[config.mk]
export PLATFORM = sky130hd
export DESIGN_NAME = mips_subset_single_cycle_cpu_core
export DESIGN_NICKNAME = d
export VERILOG_FILES = /design/src/hdl/msscc_pkg.sv /design/src/hdl/msscc_ram.sv /design/src/hdl/msscc_ctrl.sv /design/src/hdl/msscc_dp.sv /design/src/hdl/mips_subset_single_cycle_cpu_core.sv
export VERILOG_INCLUDE_DIRS = /design/src /design/src/hdl
export SDC_FILE = /design/constraint.sdc
export NUM_CORES = 2
export LEC_CHECK = 0
export BUFFER_PORTS_ARGS = -buffer_cell sky130_fd_sc_hd__clkbuf_2
export CORE_MARGIN = 4
export CORE_UTILIZATION = 40
export CTS_CLUSTER_SIZE = 30
export DETAILED_ROUTE_END_ITERATION = 8
export SLEW_MARGIN = 10
export SYNTH_ARGS = -nofsm -noshare
export SYNTH_HDL_FRONTEND = slang
export SYNTH_SLANG_ARGS = --single-unit
export TNS_END_PERCENT = 1
[constraint.sdc]
create_clock -name clk -period 4.85 [get_ports clk]
set_clock_uncertainty 0.15 [all_clocks]
set_input_delay 0.7275 -clock clk [delete_from_list [all_inputs] [get_ports clk]]
set_output_delay 0.7275 -clock clk [all_outputs]
set_load 0.02 [all_outputs]
[src/hdl/mips_subset_single_cycle_cpu_core_macros.svh]
// Assertion macros shared by the core's top level.
// No dependencies; included by the files that carry concurrent checks.
`ifndef MIPS_SUBSET_SINGLE_CYCLE_CPU_CORE_MACROS_SVH
`define MIPS_SUBSET_SINGLE_CYCLE_CPU_CORE_MACROS_SVH

// same-cycle implication, disabled while reset is asserted
`define MSSCC_ASSERT_SAME(lbl, ck, rn, ante, cons) \
  lbl: assert property (@(posedge ck) disable iff (!rn) (ante) |-> (cons)) \
    else $error("msscc check failed (same cycle)");

// next-cycle implication, disabled while reset is asserted
`define MSSCC_ASSERT_NEXT(lbl, ck, rn, ante, cons) \
  lbl: assert property (@(posedge ck) disable iff (!rn) (ante) |=> (cons)) \
    else $error("msscc check failed (next cycle)");

`endif

[src/hdl/msscc_pkg.sv]
// Shared types and constants of the MIPS subset core.
// No dependencies; used by the controller, the datapath and the top level.
package msscc_pkg;

  localparam int MEM_DEPTH_DEF = 64;
  localparam int REG_COUNT     = 32;
  localparam int XLEN          = 32;

  // request codes
  localparam logic [1:0] REQ_LOAD_MEM = 2'd0;
  localparam logic [1:0] REQ_LOAD_REG = 2'd1;
  localparam logic [1:0] REQ_STEP     = 2'd2;

  // opcodes
  localparam logic [5:0] OPC_RTYPE = 6'd0;
  localparam logic [5:0] OPC_J     = 6'd2;
  localparam logic [5:0] OPC_BEQ   = 6'd4;
  localparam logic [5:0] OPC_LW    = 6'd35;
  localparam logic [5:0] OPC_SW    = 6'd43;

  // R-type funct codes
  localparam logic [5:0] FN_ADD = 6'd32;
  localparam logic [5:0] FN_SUB = 6'd34;
  localparam logic [5:0] FN_AND = 6'd36;
  localparam logic [5:0] FN_OR  = 6'd37;

  typedef enum logic [3:0] {
    ST_CLEAR,
    ST_IDLE,
    ST_DISPATCH,
    ST_EXEC,
    ST_MOD,
    ST_MEMRD,
    ST_LWWB,
    ST_SWWR,
    ST_LDMEM
  } state_t;

  typedef enum logic [3:0] {
    DP_NONE,
    DP_CLEAR,
    DP_CAPTURE,
    DP_DECODE,
    DP_LDREG,
    DP_MODLD,
    DP_EXEC,
    DP_MEMRD,
    DP_LWWB,
    DP_SWWR,
    DP_LDMEM
  } dp_op_t;

  typedef struct packed {
    dp_op_t op;
    logic   report;
  } dp_cmd_t;

  typedef struct packed {
    logic [1:0] req;
    logic       halted;
    logic       is_mem;
    logic       is_lw;
    logic       mod_busy;
    logic       clr_last;
  } dp_status_t;

endpackage

[src/hdl/msscc_ram.sv]
// Generic single-port-write, single-port-read RAM with registered read data.
// No dependencies; used for the register file and the word memory.
module msscc_ram #(
  parameter int WIDTH = 32,
  parameter int DEPTH = 64
) (
  input  logic                     clk,
  input  logic                     we,
  input  logic [$clog2(DEPTH)-1:0] waddr,
  input  logic [WIDTH-1:0]         wdata,
  input  logic [$clog2(DEPTH)-1:0] raddr,
  output logic [WIDTH-1:0]         rdata
);

  logic [WIDTH-1:0] mem [DEPTH];

  always_ff @(posedge clk) begin
    if (we) begin
      mem[waddr] <= wdata;
    end
    rdata <= mem[raddr];
  end

endmodule

[src/hdl/msscc_ctrl.sv]
// Controller state machine of the MIPS subset core.
// Depends on msscc_pkg; drives datapath commands from datapath status.
module msscc_ctrl (
  input  logic                   clk,
  input  logic                   rst_n,
  input  logic                   start,
  output logic                   busy,
  input  msscc_pkg::dp_status_t  status,
  output msscc_pkg::dp_cmd_t     cmd
);

  msscc_pkg::state_t state_r, state_nxt;

  always_ff @(posedge clk) begin
    if (!rst_n) begin
      state_r <= msscc_pkg::ST_CLEAR;
    end else begin
      state_r <= state_nxt;
    end
  end

  always_comb begin
    state_nxt  = state_r;
    cmd.op     = msscc_pkg::DP_NONE;
    cmd.report = 1'b0;
    busy       = 1'b1;
    case (state_r)
      msscc_pkg::ST_CLEAR: begin
        cmd.op = msscc_pkg::DP_CLEAR;
        if (status.clr_last) begin
          state_nxt = msscc_pkg::ST_IDLE;
        end
      end
      msscc_pkg::ST_IDLE: begin
        busy = 1'b0;
        if (start) begin
          cmd.op    = msscc_pkg::DP_CAPTURE;
          state_nxt = msscc_pkg::ST_DISPATCH;
        end
      end
      msscc_pkg::ST_DISPATCH: begin
        case (status.req)
          msscc_pkg::REQ_LOAD_MEM: begin
            cmd.op    = msscc_pkg::DP_MODLD;
            state_nxt = msscc_pkg::ST_MOD;
          end
          msscc_pkg::REQ_LOAD_REG: begin
            cmd.op     = msscc_pkg::DP_LDREG;
            cmd.report = 1'b1;
            state_nxt  = msscc_pkg::ST_IDLE;
          end
          msscc_pkg::REQ_STEP: begin
            if (status.halted) begin
              cmd.report = 1'b1;
              state_nxt  = msscc_pkg::ST_IDLE;
            end else begin
              cmd.op    = msscc_pkg::DP_DECODE;
              state_nxt = msscc_pkg::ST_EXEC;
            end
          end
          default: begin
            cmd.report = 1'b1;
            state_nxt  = msscc_pkg::ST_IDLE;
          end
        endcase
      end
      msscc_pkg::ST_EXEC: begin
        cmd.op = msscc_pkg::DP_EXEC;
        if (status.is_mem) begin
          state_nxt = msscc_pkg::ST_MOD;
        end else begin
          cmd.report = 1'b1;
          state_nxt  = msscc_pkg::ST_IDLE;
        end
      end
      msscc_pkg::ST_MOD: begin
        // wait for the address reduction to settle
        if (!status.mod_busy) begin
          if (status.req == msscc_pkg::REQ_LOAD_MEM) begin
            state_nxt = msscc_pkg::ST_LDMEM;
          end else if (status.is_lw) begin
            state_nxt = msscc_pkg::ST_MEMRD;
          end else begin
            state_nxt = msscc_pkg::ST_SWWR;
          end
        end
      end
      msscc_pkg::ST_MEMRD: begin
        cmd.op    = msscc_pkg::DP_MEMRD;
        state_nxt = msscc_pkg::ST_LWWB;
      end
      msscc_pkg::ST_LWWB: begin
        cmd.op     = msscc_pkg::DP_LWWB;
        cmd.report = 1'b1;
        state_nxt  = msscc_pkg::ST_IDLE;
      end
      msscc_pkg::ST_SWWR: begin
        cmd.op     = msscc_pkg::DP_SWWR;
        cmd.report = 1'b1;
        state_nxt  = msscc_pkg::ST_IDLE;
      end
      msscc_pkg::ST_LDMEM: begin
        cmd.op     = msscc_pkg::DP_LDMEM;
        cmd.report = 1'b1;
        state_nxt  = msscc_pkg::ST_IDLE;
      end
      default: begin
        state_nxt = msscc_pkg::ST_IDLE;
      end
    endcase
  end

endmodule

[src/hdl/msscc_dp.sv]
// Datapath of the MIPS subset core: PC, memories, ALU, address reduction, result registers.
// Depends on msscc_pkg and msscc_ram; commanded by msscc_ctrl.
module msscc_dp #(
  parameter int MEM_DEPTH = msscc_pkg::MEM_DEPTH_DEF
) (
  input  logic                  clk,
  input  logic                  rst_n,
  input  msscc_pkg::dp_cmd_t    cmd,
  output msscc_pkg::dp_status_t status,
  input  logic [1:0]            in_req_type,
  input  logic [5:0]            in_load_index,
  input  logic [31:0]           in_load_value,
  output logic                  out_valid,
  output logic [31:0]           out_pc_after,
  output logic [31:0]           out_instruction,
  output logic                  out_reg_written,
  output logic [4:0]            out_reg_idx,
  output logic [31:0]           out_reg_value,
  output logic                  out_mem_written,
  output logic [5:0]            out_mem_idx,
  output logic [31:0]           out_mem_value,
  output logic                  out_branch_taken,
  output logic                  out_halted
);

  localparam int AW    = $clog2(MEM_DEPTH);
  localparam bit POW2  = ((MEM_DEPTH & (MEM_DEPTH - 1)) == 0);
  localparam int CLR_N = (MEM_DEPTH > msscc_pkg::REG_COUNT) ? MEM_DEPTH
                                                            : msscc_pkg::REG_COUNT;
  localparam int CW    = $clog2(CLR_N);
  localparam int RW    = $clog2(msscc_pkg::REG_COUNT);
  // floor(2^32 / depth); the quotient estimate is low by at most one
  localparam logic [31:0] RECIP = 32'((64'd1 << 32) / 64'(MEM_DEPTH));

  // control registers
  logic [CW-1:0] clr_r;
  logic [31:0]   pc_r;
  logic          halted_r;
  logic          mod_busy_r;
  logic          out_valid_r;

  // payload registers
  logic [1:0]    req_r;
  logic [5:0]    lidx_r;
  logic [31:0]   lval_r;
  logic [31:0]   inst_r;
  logic [31:0]   b_r;
  logic [31:0]   mod_x_r;
  logic [31:0]   mod_q_r;
  logic [31:0]   mod_diff_r;
  logic [AW-1:0] rem_r;
  logic [1:0]    mod_cnt_r;
  logic          rw_r;
  logic [4:0]    ri_r;
  logic [31:0]   rv_r;
  logic          mw_r;
  logic [5:0]    mi_r;
  logic [31:0]   mv_r;
  logic          br_r;

  // memory ports
  logic          mem_we;
  logic [AW-1:0] mem_waddr, mem_raddr;
  logic [31:0]   mem_wdata, mem_rdata;
  logic          rf_we;
  logic [RW-1:0] rf_waddr;
  logic [31:0]   rf_wdata, rfa_rdata, rfb_rdata;

  // decode and execute
  logic [5:0]    opc, fn;
  logic [4:0]    rt, rd;
  logic [31:0]   imm, pc4, addr_sum, alu_res, pc_nxt, mod_src;
  logic          alu_ok, is_mem, is_lw, beq_eq, pc_upd, mod_start, clr_in_mem;
  logic [63:0]   mod_prod;
  logic [31:0]   mod_qd, mod_diff;

  assign opc      = inst_r[31:26];
  assign fn       = inst_r[5:0];
  assign rt       = inst_r[20:16];
  assign rd       = inst_r[15:11];
  assign imm      = {{16{inst_r[15]}}, inst_r[15:0]};
  assign pc4      = pc_r + 32'd4;
  assign addr_sum = rfa_rdata + imm;
  assign beq_eq   = (rfa_rdata == rfb_rdata);
  assign is_lw    = (opc == msscc_pkg::OPC_LW);
  assign is_mem   = is_lw || (opc == msscc_pkg::OPC_SW);
  assign clr_in_mem = (32'(clr_r) < 32'(MEM_DEPTH));

  always_comb begin
    alu_ok  = 1'b1;
    alu_res = '0;
    case (fn)
      msscc_pkg::FN_ADD: alu_res = rfa_rdata + rfb_rdata;
      msscc_pkg::FN_SUB: alu_res = rfa_rdata - rfb_rdata;
      msscc_pkg::FN_AND: alu_res = rfa_rdata & rfb_rdata;
      msscc_pkg::FN_OR:  alu_res = rfa_rdata | rfb_rdata;
      default:           alu_ok  = 1'b0;
    endcase
  end

  // next PC
  always_comb begin
    pc_upd = 1'b0;
    pc_nxt = pc4;
    case (cmd.op)
      msscc_pkg::DP_EXEC: begin
        pc_upd = !is_mem;
        case (opc)
          msscc_pkg::OPC_BEQ: begin
            if (beq_eq) begin
              pc_nxt = pc4 + {imm[29:0], 2'b00};
            end
          end
          msscc_pkg::OPC_J: pc_nxt = {pc4[31:28], inst_r[25:0], 2'b00};
          default:          pc_nxt = pc4;
        endcase
      end
      msscc_pkg::DP_LWWB, msscc_pkg::DP_SWWR: pc_upd = 1'b1;
      default: pc_upd = 1'b0;
    endcase
  end

  // address reduction modulo the depth: a mask for powers of two, else a
  // reciprocal multiply, a back-multiply and one conditional subtract
  assign mod_start = (cmd.op == msscc_pkg::DP_MODLD) || ((cmd.op == msscc_pkg::DP_EXEC) && is_mem);
  assign mod_src   = (cmd.op == msscc_pkg::DP_MODLD) ? {26'd0, lidx_r} : addr_sum;
  assign mod_prod  = {32'd0, mod_x_r} * {32'd0, RECIP};
  assign mod_qd    = mod_q_r * 32'(MEM_DEPTH);
  assign mod_diff  = mod_x_r - mod_qd;

  // word memory port
  always_comb begin
    mem_we    = 1'b0;
    mem_waddr = rem_r;
    mem_wdata = lval_r;
    mem_raddr = (cmd.op == msscc_pkg::DP_MEMRD) ? rem_r : pc_r[AW-1:0];
    case (cmd.op)
      msscc_pkg::DP_CLEAR: begin
        mem_we    = clr_in_mem;
        mem_waddr = clr_r[AW-1:0];
        mem_wdata = '0;
      end
      msscc_pkg::DP_LDMEM: mem_we = 1'b1;
      msscc_pkg::DP_SWWR: begin
        mem_we    = 1'b1;
        mem_wdata = b_r;
      end
      default: mem_we = 1'b0;
    endcase
  end

  // register file write port
  always_comb begin
    rf_we    = 1'b0;
    rf_waddr = lidx_r[RW-1:0];
    rf_wdata = lval_r;
    case (cmd.op)
      msscc_pkg::DP_CLEAR: begin
        rf_we    = 1'b1;
        rf_waddr = clr_r[RW-1:0];
        rf_wdata = '0;
      end
      msscc_pkg::DP_LDREG: rf_we = 1'b1;
      msscc_pkg::DP_EXEC: begin
        rf_we    = (opc == msscc_pkg::OPC_RTYPE) && alu_ok;
        rf_waddr = rd;
        rf_wdata = alu_res;
      end
      msscc_pkg::DP_LWWB: begin
        rf_we    = 1'b1;
        rf_waddr = rt;
        rf_wdata = mem_rdata;
      end
      default: rf_we = 1'b0;
    endcase
  end

  msscc_ram #(.WIDTH(32), .DEPTH(MEM_DEPTH)) u_mem (
    .clk   (clk),
    .we    (mem_we),
    .waddr (mem_waddr),
    .wdata (mem_wdata),
    .raddr (mem_raddr),
    .rdata (mem_rdata)
  );

  // two copies of the register file give the rs and rt reads in the same cycle
  msscc_ram #(.WIDTH(32), .DEPTH(msscc_pkg::REG_COUNT)) u_rf_a (
    .clk   (clk),
    .we    (rf_we),
    .waddr (rf_waddr),
    .wdata (rf_wdata),
    .raddr (mem_rdata[25:21]),
    .rdata (rfa_rdata)
  );

  msscc_ram #(.WIDTH(32), .DEPTH(msscc_pkg::REG_COUNT)) u_rf_b (
    .clk   (clk),
    .we    (rf_we),
    .waddr (rf_waddr),
    .wdata (rf_wdata),
    .raddr (mem_rdata[20:16]),
    .rdata (rfb_rdata)
  );

  always_ff @(posedge clk) begin
    if (!rst_n) begin
      clr_r       <= '0;
      pc_r        <= '0;
      halted_r    <= 1'b0;
      mod_busy_r  <= 1'b0;
      out_valid_r <= 1'b0;
    end else begin
      out_valid_r <= cmd.report;
      if (cmd.op == msscc_pkg::DP_CLEAR) begin
        clr_r <= clr_r + CW'(1);
      end
      if (pc_upd) begin
        pc_r     <= pc_nxt;
        halted_r <= (pc_nxt >= 32'(MEM_DEPTH));
      end
      if (mod_start) begin
        mod_busy_r <= !POW2;
      end else if (mod_busy_r && (mod_cnt_r == 2'd1)) begin
        mod_busy_r <= 1'b0;
      end
    end
  end

  always_ff @(posedge clk) begin
    if (mod_start) begin
      if (POW2) begin
        rem_r <= mod_src[AW-1:0];
      end else begin
        mod_x_r   <= mod_src;
        mod_cnt_r <= 2'd3;
      end
    end else if (mod_busy_r) begin
      case (mod_cnt_r)
        2'd3: mod_q_r <= mod_prod[63:32];
        2'd2: mod_diff_r <= mod_diff;
        default: begin
          rem_r <= AW'((mod_diff_r >= 32'(MEM_DEPTH)) ? (mod_diff_r - 32'(MEM_DEPTH))
                                                      : mod_diff_r);
        end
      endcase
      mod_cnt_r <= mod_cnt_r - 2'd1;
    end

    case (cmd.op)
      msscc_pkg::DP_CAPTURE: begin
        req_r  <= in_req_type;
        lidx_r <= in_load_index;
        lval_r <= in_load_value;
        inst_r <= '0;
        rw_r   <= 1'b0;
        ri_r   <= '0;
        rv_r   <= '0;
        mw_r   <= 1'b0;
        mi_r   <= '0;
        mv_r   <= '0;
        br_r   <= 1'b0;
      end
      msscc_pkg::DP_DECODE: inst_r <= mem_rdata;
      msscc_pkg::DP_LDREG: begin
        rw_r <= 1'b1;
        ri_r <= lidx_r[4:0];
        rv_r <= lval_r;
      end
      msscc_pkg::DP_EXEC: begin
        b_r <= rfb_rdata;
        if ((opc == msscc_pkg::OPC_RTYPE) && alu_ok) begin
          rw_r <= 1'b1;
          ri_r <= rd;
          rv_r <= alu_res;
        end
        if (((opc == msscc_pkg::OPC_BEQ) && beq_eq) || (opc == msscc_pkg::OPC_J)) begin
          br_r <= 1'b1;
        end
      end
      msscc_pkg::DP_LWWB: begin
        rw_r <= 1'b1;
        ri_r <= rt;
        rv_r <= mem_rdata;
      end
      msscc_pkg::DP_SWWR: begin
        mw_r <= 1'b1;
        mi_r <= 6'(rem_r);
        mv_r <= b_r;
      end
      msscc_pkg::DP_LDMEM: begin
        mw_r <= 1'b1;
        mi_r <= 6'(rem_r);
        mv_r <= lval_r;
      end
      default: begin
      end
    endcase
  end

  assign status.req      = req_r;
  assign status.halted   = halted_r;
  assign status.is_mem   = is_mem;
  assign status.is_lw    = is_lw;
  assign status.mod_busy = mod_busy_r;
  assign status.clr_last = (clr_r == CW'(CLR_N - 1));

  assign out_valid        = out_valid_r;
  assign out_pc_after     = pc_r;
  assign out_instruction  = inst_r;
  assign out_reg_written  = rw_r;
  assign out_reg_idx      = ri_r;
  assign out_reg_value    = rv_r;
  assign out_mem_written  = mw_r;
  assign out_mem_idx      = mi_r;
  assign out_mem_value    = mv_r;
  assign out_branch_taken = br_r;
  assign out_halted       = halted_r;

endmodule

[src/hdl/mips_subset_single_cycle_cpu_core.sv]
// MIPS subset core (lw, sw, beq, j, add/sub/and/or); one result strobe per item.
// Memory loads, sw and lw reduce their address modulo MEM_DEPTH: by a mask when it is a
// power of two, else by a multiply-based address reduction.
// Next item accepted in the strobe cycle; results are never held off. After reset a clearing
// pass zeroes both memories with busy high. Needs msscc_pkg.
`include "mips_subset_single_cycle_cpu_core_macros.svh"

module mips_subset_single_cycle_cpu_core #(
  parameter int MEM_DEPTH = msscc_pkg::MEM_DEPTH_DEF
) (
  input  logic        clk,
  input  logic        rst_n,
  input  logic        start,
  output logic        busy,
  input  logic [1:0]  in_req_type,
  input  logic [5:0]  in_load_index,
  input  logic [31:0] in_load_value,
  output logic        out_valid,
  output logic [31:0] out_pc_after,
  output logic [31:0] out_instruction,
  output logic        out_reg_written,
  output logic [4:0]  out_reg_idx,
  output logic [31:0] out_reg_value,
  output logic        out_mem_written,
  output logic [5:0]  out_mem_idx,
  output logic [31:0] out_mem_value,
  output logic        out_branch_taken,
  output logic        out_halted
);

  msscc_pkg::dp_cmd_t    cmd;
  msscc_pkg::dp_status_t status;

  msscc_ctrl u_ctrl (
    .clk    (clk),
    .rst_n  (rst_n),
    .start  (start),
    .busy   (busy),
    .status (status),
    .cmd    (cmd)
  );

  msscc_dp #(.MEM_DEPTH(MEM_DEPTH)) u_dp (
    .clk              (clk),
    .rst_n            (rst_n),
    .cmd              (cmd),
    .status           (status),
    .in_req_type      (in_req_type),
    .in_load_index    (in_load_index),
    .in_load_value    (in_load_value),
    .out_valid        (out_valid),
    .out_pc_after     (out_pc_after),
    .out_instruction  (out_instruction),
    .out_reg_written  (out_reg_written),
    .out_reg_idx      (out_reg_idx),
    .out_reg_value    (out_reg_value),
    .out_mem_written  (out_mem_written),
    .out_mem_idx      (out_mem_idx),
    .out_mem_value    (out_mem_value),
    .out_branch_taken (out_branch_taken),
    .out_halted       (out_halted)
  );

  // a result transfer only shows once the controller is back in idle
  `MSSCC_ASSERT_SAME(a_strobe_idle, clk, rst_n, out_valid, !busy)
  `MSSCC_ASSERT_NEXT(a_accept_busy, clk, rst_n, start && !busy, busy)
  `MSSCC_ASSERT_SAME(a_halt_pc, clk, rst_n, out_valid,
                     out_halted == (out_pc_after >= 32'(MEM_DEPTH)))
  `MSSCC_ASSERT_SAME(a_quiet_fields, clk, rst_n, out_valid && !out_reg_written,
                     (out_reg_idx == 5'd0) && (out_reg_value == 32'd0))

endmodule
# After elaboration in Yosys (flattened, before gate mapping)
# Memory sizes are Yosys's and may differ from the RTL's. A register that Yosys moved wholly into a read port is not among the register bits.
# Index checks and enable logic that the tools add are counted.
totals:
  reg_bits: 232
  ramBits: 4096
  in_bits: 43
  output_inout_bits: 145
  elab_cells: 141
  n_memories: 3
op_classes:
  add_sub_neg: 6
  magnitude_cmp: 1
  n_eq_ne: 35
  muxes: 48
  bitwise_logic: 2
  n_reduce_logical: 28
mem_list:
  columns: ["name", "depth", "width", "rd", "rd_ports_with_merged_regs", "write_ports", "line_no", "rtl"]
  rows:
  - ["u_dp.u_mem.mem", 64, 32, 1, 1, 1, "msscc_ram.sv:15", "logic [WIDTH-1:0] mem [DEPTH];"]
  - ["u_dp.u_rf_a.mem", 32, 32, 1, 1, 1, "msscc_ram.sv:15", null]
  - ["u_dp.u_rf_b.mem", 32, 32, 1, 1, 1, "msscc_ram.sv:15", null]
ops:
  columns: ["cell", "n"]
  rows:
  - ["$pmux W32 S4", 2]
  - ["$pmux W32 S2", 3]
  - ["$pmux W32 S3", 2]
  - ["$mux W32", 3]
  - ["$add A32 B32 Y32", 2]
  - ["$eq A6 B6 Y1 const B", 7]
  - ["$add A32 B3 Y32 const B", 1]
  - ["$and A32 B32 Y32", 1]
  - ["$eq A32 B32 Y1", 1]
  - ["$eq A4 B3 Y1 const B", 8]
  - ["$ge A32 B7 Y1 const B", 1]
  - ["$or A32 B32 Y32", 1]
  - ["$pmux W4 S8", 1]
  - ["$sub A32 B32 Y32", 1]
  - ["$mux W6", 4]
  - ["$pmux W4 S6", 1]
  - ["$pmux W5 S4", 1]
  - ["$eq A4 B2 Y1 const B", 4]
  - ["$eq A4 B4 Y1 const B", 4]
  - ["$pmux W5 S3", 1]
  - ["$mux W4", 3]
  - ["$pmux W4 S3", 1]
  - ["$pmux W6 S2", 1]
  - ["$mux W1", 11]
  - ["28 further kinds", 55]

# Logic depth before layout (Yosys ltp)
logic_depth:
  depth_word: 8
  ltp_mapped: 19
  depth_no_buf: 18

# Hierarchy
# From an unflattened synthesis, not the netlist that was laid out.
unflattened:
  hier_cells: 9728
  hier_area_um2: 176699.5
by_module_without_submodules:
  columns: ["module", "n_inst", "cells_each", "area_per_inst_um2", "seq_area_each_um2"]
  rows:
  - ["msscc_ram (u_dp.u_rf_a ...)", 2, 2260, 40485.1, 31390.1]
  - ["msscc_ram (u_dp.u_mem)", 1, 3324, 78512.8, 62139.6]
  - ["msscc_dp", 1, 1824, 16798.6, 6446.2]
  - ["msscc_ctrl", 1, 60, 417.9, 80.1]

# Worst setup path after synthesis
# OpenSTA, ideal clock, no wires.
synth_timing:
  kind: "register to register"
  startpoint: "register u_dp.u_rf_b.rdata[1] (read register of u_dp.u_rf_b.mem)"
  endpoint: "memory u_dp.u_rf_a.mem[0][27], data pin"
  setup_time_ps: 454
  t_arrival_ps: 4003
  required_ps: 4246
  slack_ps: 243
  stages_incl_launch_ff: 14
  path_buffers: 0
  period_less_slack_ps: 4607
  path_cell_list: "dfxtp_1 -> inv_1 -> ha_1 -> a21o_1 -> and4_1 -> o311a_1 -> a211oi_1 -> o31ai_1 -> a31o_2 -> a211oi_2 -> nand2_1 -> nand3_1 -> a32oi_1 -> o21ai_0"
synth_between:
  elab_chain_cells: 3
  elab_cells_between_ends: 4
  classes_between: "add/sub: 2; mux: 2"
synth_rtl:
  columns: ["element", "line_no", "rtl"]
  rows:
  - ["from (decl)", "msscc_ram.sv:12", "output logic [WIDTH-1:0] rdata"]
  - ["$sub A32 B32 Y32 / $add A32 B32 Y32 (equally long branches)", "msscc_dp.sv:94, msscc_dp.sv:93", null]
  - ["$pmux W32 S4 *", "msscc_dp.sv:92", "case (fn)"]
  - ["$pmux W32 S3 *", "msscc_dp.sv:157", "case (cmd.op)"]
  - ["net u_dp.rf_wdata[27]", "msscc_dp.sv:67", "logic [31:0] rf_wdata, rfa_rdata, rfb_rdata;"]
  - ["to (decl)", "msscc_ram.sv:15", null]
# The timed path passes the listed nets; every way through them passes the cells marked *.

# Worst setup path in the final report
layout_timing:
  startpoint: "register u_ctrl.state_r[2]"
  endpoint: "memory u_dp.u_rf_a.mem[1][3], enable pin"
layout_between:
  elab_chain_cells: 7
  elab_cells_between_ends: 18
  classes_between: "eq/ne: 11; mux: 5; reduce/logical: 2"
layout_rtl:
  columns: ["element", "line_no", "rtl"]
  rows:
  - ["from (decl)", "msscc_ctrl.sv:12", "msscc_pkg::state_t state_r, state_nxt;"]
  - ["from (signal assigned)", "msscc_ctrl.sv:16", "state_r <= msscc_pkg::ST_CLEAR;"]
  - ["from (signal assigned)", "msscc_ctrl.sv:18", "state_r <= state_nxt;"]
  - ["$eq A4 B4 Y1, or another cell as far along", "msscc_ctrl.sv:27", "case (state_r)"]
  - ["$pmux W4 S8 *", "msscc_ctrl.sv:27", null]
  - ["$eq A4 B3 Y1, or another cell as far along", "msscc_dp.sv:157", null]
  - ["$reduce_or A3 Y1 (no source line)", null, null]
  - ["$pmux W1 S2", "msscc_dp.sv:157", null]
  - ["$mux W1", "msscc_ram.sv:18", "if (we) begin"]
  - ["$mux W1 (implied by the code)", "msscc_ram.sv:19", "mem[waddr] <= wdata;"]
# Every way passes the cells marked *; elsewhere a longest branch is shown, timed or not.

==> flow_metrics.env <==
export IMPL_status="finished, final reports clean"
export IMPL_die_area_um2=370200
export IMPL_crit_path_end_kind="flop"
export IMPL_synth_warnings=0
export IMPL_drtPass1Iterations=7
export IMPL_min_from="in_load_value[10]"
export IMPL_power_density_nw_per_um2=392.6
export IMPL_min_to="u_dp.lval_r[10]"
export IMPL_setup_viol=0
export IMPL_internal_power_mw=50.10
export IMPL_htree_levels=5
export IMPL_grt_pass1_wl_um=621700
export IMPL_final_cell_mix="3260 x edfxtp_1, 1152 x mux4_2, 495 x nand2_1, 405 x buf_4, 362 x clkbuf_16"
export IMPL_core_um2=358900
export IMPL_p_sw_share_pct=23.42
export IMPL_finalCritPeriodShare_pct=96.06
export IMPL_fp_dieH_um=608.4
export IMPL_hpwl_um=272600
export IMPL_slew_viol_final=0
export IMPL_nNetsFinal=8260
export IMPL_clock_fmax_ghz=0.2146
export IMPL_fillCellCount=30020
export IMPL_dp_cells=12460
export IMPL_setup_slack_ns=0.1909
export IMPL_multiInputGateArea_um2=41970
export IMPL_rrSetupSlack_ns=0.19
export IMPL_io_buffers=187
export IMPL_clk_insertion_delay_late_ns=0.93
export IMPL_worstMarginPinSlew_ns=1.328
export IMPL_ant_nets=0
export IMPL_grt_pass1_vias=80420
export IMPL_critPathArrivalTime_ns=5.04
export IMPL_syn_inst=7472
export IMPL_numCtsBuffers=351
export IMPL_total_leakage_power_nw=54.36
export IMPL_initial_core_util_pct=40.17
export IMPL_antenna_found_initial=26
export IMPL_holdPathStages=1
export IMPL_layout_drive_gt1_share_pct=30.84
export IMPL_rows=220
export IMPL_fin_crit_ns=4.659
export IMPL_wl_per_cell_um=33.66
export IMPL_hold_viol_final=0
export IMPL_yosysSeqAreaShare_pct=69.83
export IMPL_synth_top_flop_cell="edfxtp_1"
export IMPL_vias=79850
export IMPL_synth_cell_types=97
export IMPL_cts_tree="built"
export IMPL_die_w_um=608.4
export IMPL_timing_rr_end="u_dp.u_rf_a.mem[1][3]"
export IMPL_cts_buffer_depth=4
export IMPL_drc=0
export IMPL_hold_path_class="in -> reg"
export IMPL_synth_cell_area_um2=144200
export IMPL_clkSlewWorstSetupHoldPaths_ns=0.06
export IMPL_layout_cells_non_filler=13150
export IMPL_register_area_um2=100700
export IMPL_dpl_worst_slack_ns=0.1744
export IMPL_p_sw_mw=15.32
export IMPL_cts_sinks=3400
export IMPL_ys_async_sr_fraction_pct=0
export IMPL_grt_overflow_total=0
export IMPL_viasPerCell=6.071
export IMPL_layout_commonest_cell="edfxtp_1"
export IMPL_grt_max_degree=75
export IMPL_track_usage_pct=23.41
export IMPL_cp_max_fo=18
export IMPL_gp_congestion=0.9182
export IMPL_crit_required_ns=5.23
export IMPL_pwr_share_clk_pct=40.8
export IMPL_dr_first_iter_drc_count=9978
export IMPL_worstRegToRegCells=11
export IMPL_worst_setup_path_start_kind="flop"
export IMPL_rsz0062_at_grt="true"
export IMPL_io_pins=188
export IMPL_area_growth_pct=15.55
export IMPL_comb_power_share_pct=9.4
export IMPL_syn_nets=7653
export IMPL_crit_type="reg -> reg"
export IMPL_cap_violations=0
export IMPL_syn_avg_cell_area_um2=19.30
export IMPL_finalWirelength_um=442700
export IMPL_reg2reg_from="u_ctrl.state_r[2]"
export IMPL_synth_edf_count=3260
export IMPL_maxSlewHeadroom_pct=11.25
export IMPL_ys_ff_latch=3400
export IMPL_finalPower_mw=65.42
export IMPL_vdd_drop_max_mv=0.2837
export IMPL_seqPwrFrac_pct=49.8
export IMPL_cts_root_buf="clkbuf_16"
-- per-stage QoR --
step | utilization, % | hold slack (ns) | instance area [um^2] | TNS, ns
final | 46.42 | 0.1083 | 166600 | 0
after global routing | 46.41 | 0.03001 | 166600 | -0.03653
after CTS | 46.39 | 0.04258 | 166500 | 0
after detailed placement | 43.14 | 0.3018 | 154900 | 0
after global placement | 43.14 | 0.2969 | 154900 | 0
after floorplan | - | 0.2867 | 144200 | 0
-- kinds of logic (layout without fill, tap and decap cells) --
kind of cell    after synthesis  after routing  synth area share, %
simple gates               1143           1143                3.711
flops                      3400           3400                69.83
other cells                   0             15                    0
mux                        1239           1239                18.67
buf+inv                     587           1480                1.718
compound gates              877            877                4.319
xor+xnor                     88             88               0.5345
fa+ha+maj                   138            138                1.218
-- metal layers --
layer  global-route usage (%)  wire length, um  vias to the layer above
met5                        0               34                        -
li1                         -                -                    32300
met1                    31.39           172800                    43040
met4                    9.146            19430                        4
met3                    3.676            33970                      743
met2                    38.57           216500                     3757
-- final cells by class --
class,count,share of cell area [%]
inverters,119,0.2681
clock inverters,200,1.139
flip-flops and latches,3400,60.45
repair buffers,722,3.719
well taps,4773,3.584
diodes,15,0.02253
multi-input cells,3485,25.19
clock buffers,439,5.628
-- sequential cells by signal (all words and copies together), names as in the netlist, 2 cells and up --
name                  count
u_ctrl.state_r            4
u_dp.b_r                 32
u_dp.clr_r                6
u_dp.lidx_r               6
u_dp.lval_r              32
u_dp.out_instruction     32
u_dp.out_mem_idx          6
u_dp.out_mem_value       32
u_dp.out_pc_after        32
u_dp.out_reg_idx          5
u_dp.out_reg_value       32
u_dp.rem_r                6
u_dp.req_r                2
u_dp.u_mem.mem         2048
u_dp.u_mem.rdata         32
u_dp.u_rf_a.mem        1024
u_dp.u_rf_a.rdata        32
u_dp.u_rf_b.rdata        32
-- critical path: stages, from the launching register on --
cell,delay [ns]
dfxtp_1,0.57
and2b_1,0.29
nand2_2,0.10
inv_2,0.07
a22oi_1,0.20
buf_4,0.16
nand2_1,0.04
a21oi_1,0.79
nand3_1,0.18
buf_4,0.24
nor2_4,0.99
buf_4,0.45
-- repair_timing --
action | CTS | global route
resized for setup | 0 | 4
setup endpoints to repair | 0 | 57
buffers inserted | 0 | 0
hold buffers | 39 | 0
endpoints found under the hold margin | 39 | 0
-- cell usage after synthesis (57+ instances only) --
library cell	number	share of area, %
a211oi_1	140	0.73
a21o_1	59	0.31
a21oi_1	198	0.69
a22o_1	84	0.51
a311oi_1	97	0.59
and2_1	158	0.69
buf_1	65	0.17
buf_2	72	0.25
clkbuf_1	293	0.76
dfxtp_1	140	1.9
edfxtp_1	3260	68
ha_1	134	1.2
inv_1	117	0.30
mux2_2	67	0.52
mux4_2	1152	18
nand2_1	498	1.3
nand3_1	57	0.20
nor2_1	230	0.60
o21ai_0	79	0.27
xnor2_1	65	0.39
-- power by group through the flow --
stage               clock network (mW)  registers [mW]  logic [mW]
floorplan                            0            32.9        4.09
global placement                     0            33.2        6.05
detailed placement                   0            33.2        6.02
CTS                               27.1            32.6        6.06
global route                      28.4            32.6        6.48
finish                            26.7            32.6        6.14
-- worst max-delay path by stage --
stage / start / cells after the start / slack [ns] / endpoint
after floorplan: u_dp.u_rf_b.rdata[1] / 13 / 0.24 / u_dp.u_rf_a.mem[0][27]
after global placement: u_dp.out_pc_after[2] / 18 / 0.17 / u_dp.out_halted
after detailed placement: u_dp.out_pc_after[2] / 18 / 0.17 / u_dp.out_halted
after CTS: u_dp.u_rf_a.rdata[3] / 14 / 0.13 / u_dp.u_rf_a.mem[24][24]
after global routing: u_dp.out_pc_after[2] / 17 / -0.04 / u_dp.out_halted
final: u_ctrl.state_r[2] / 11 / 0.19 / u_dp.u_rf_a.mem[1][3]
(Power assumes the default switching activity.)
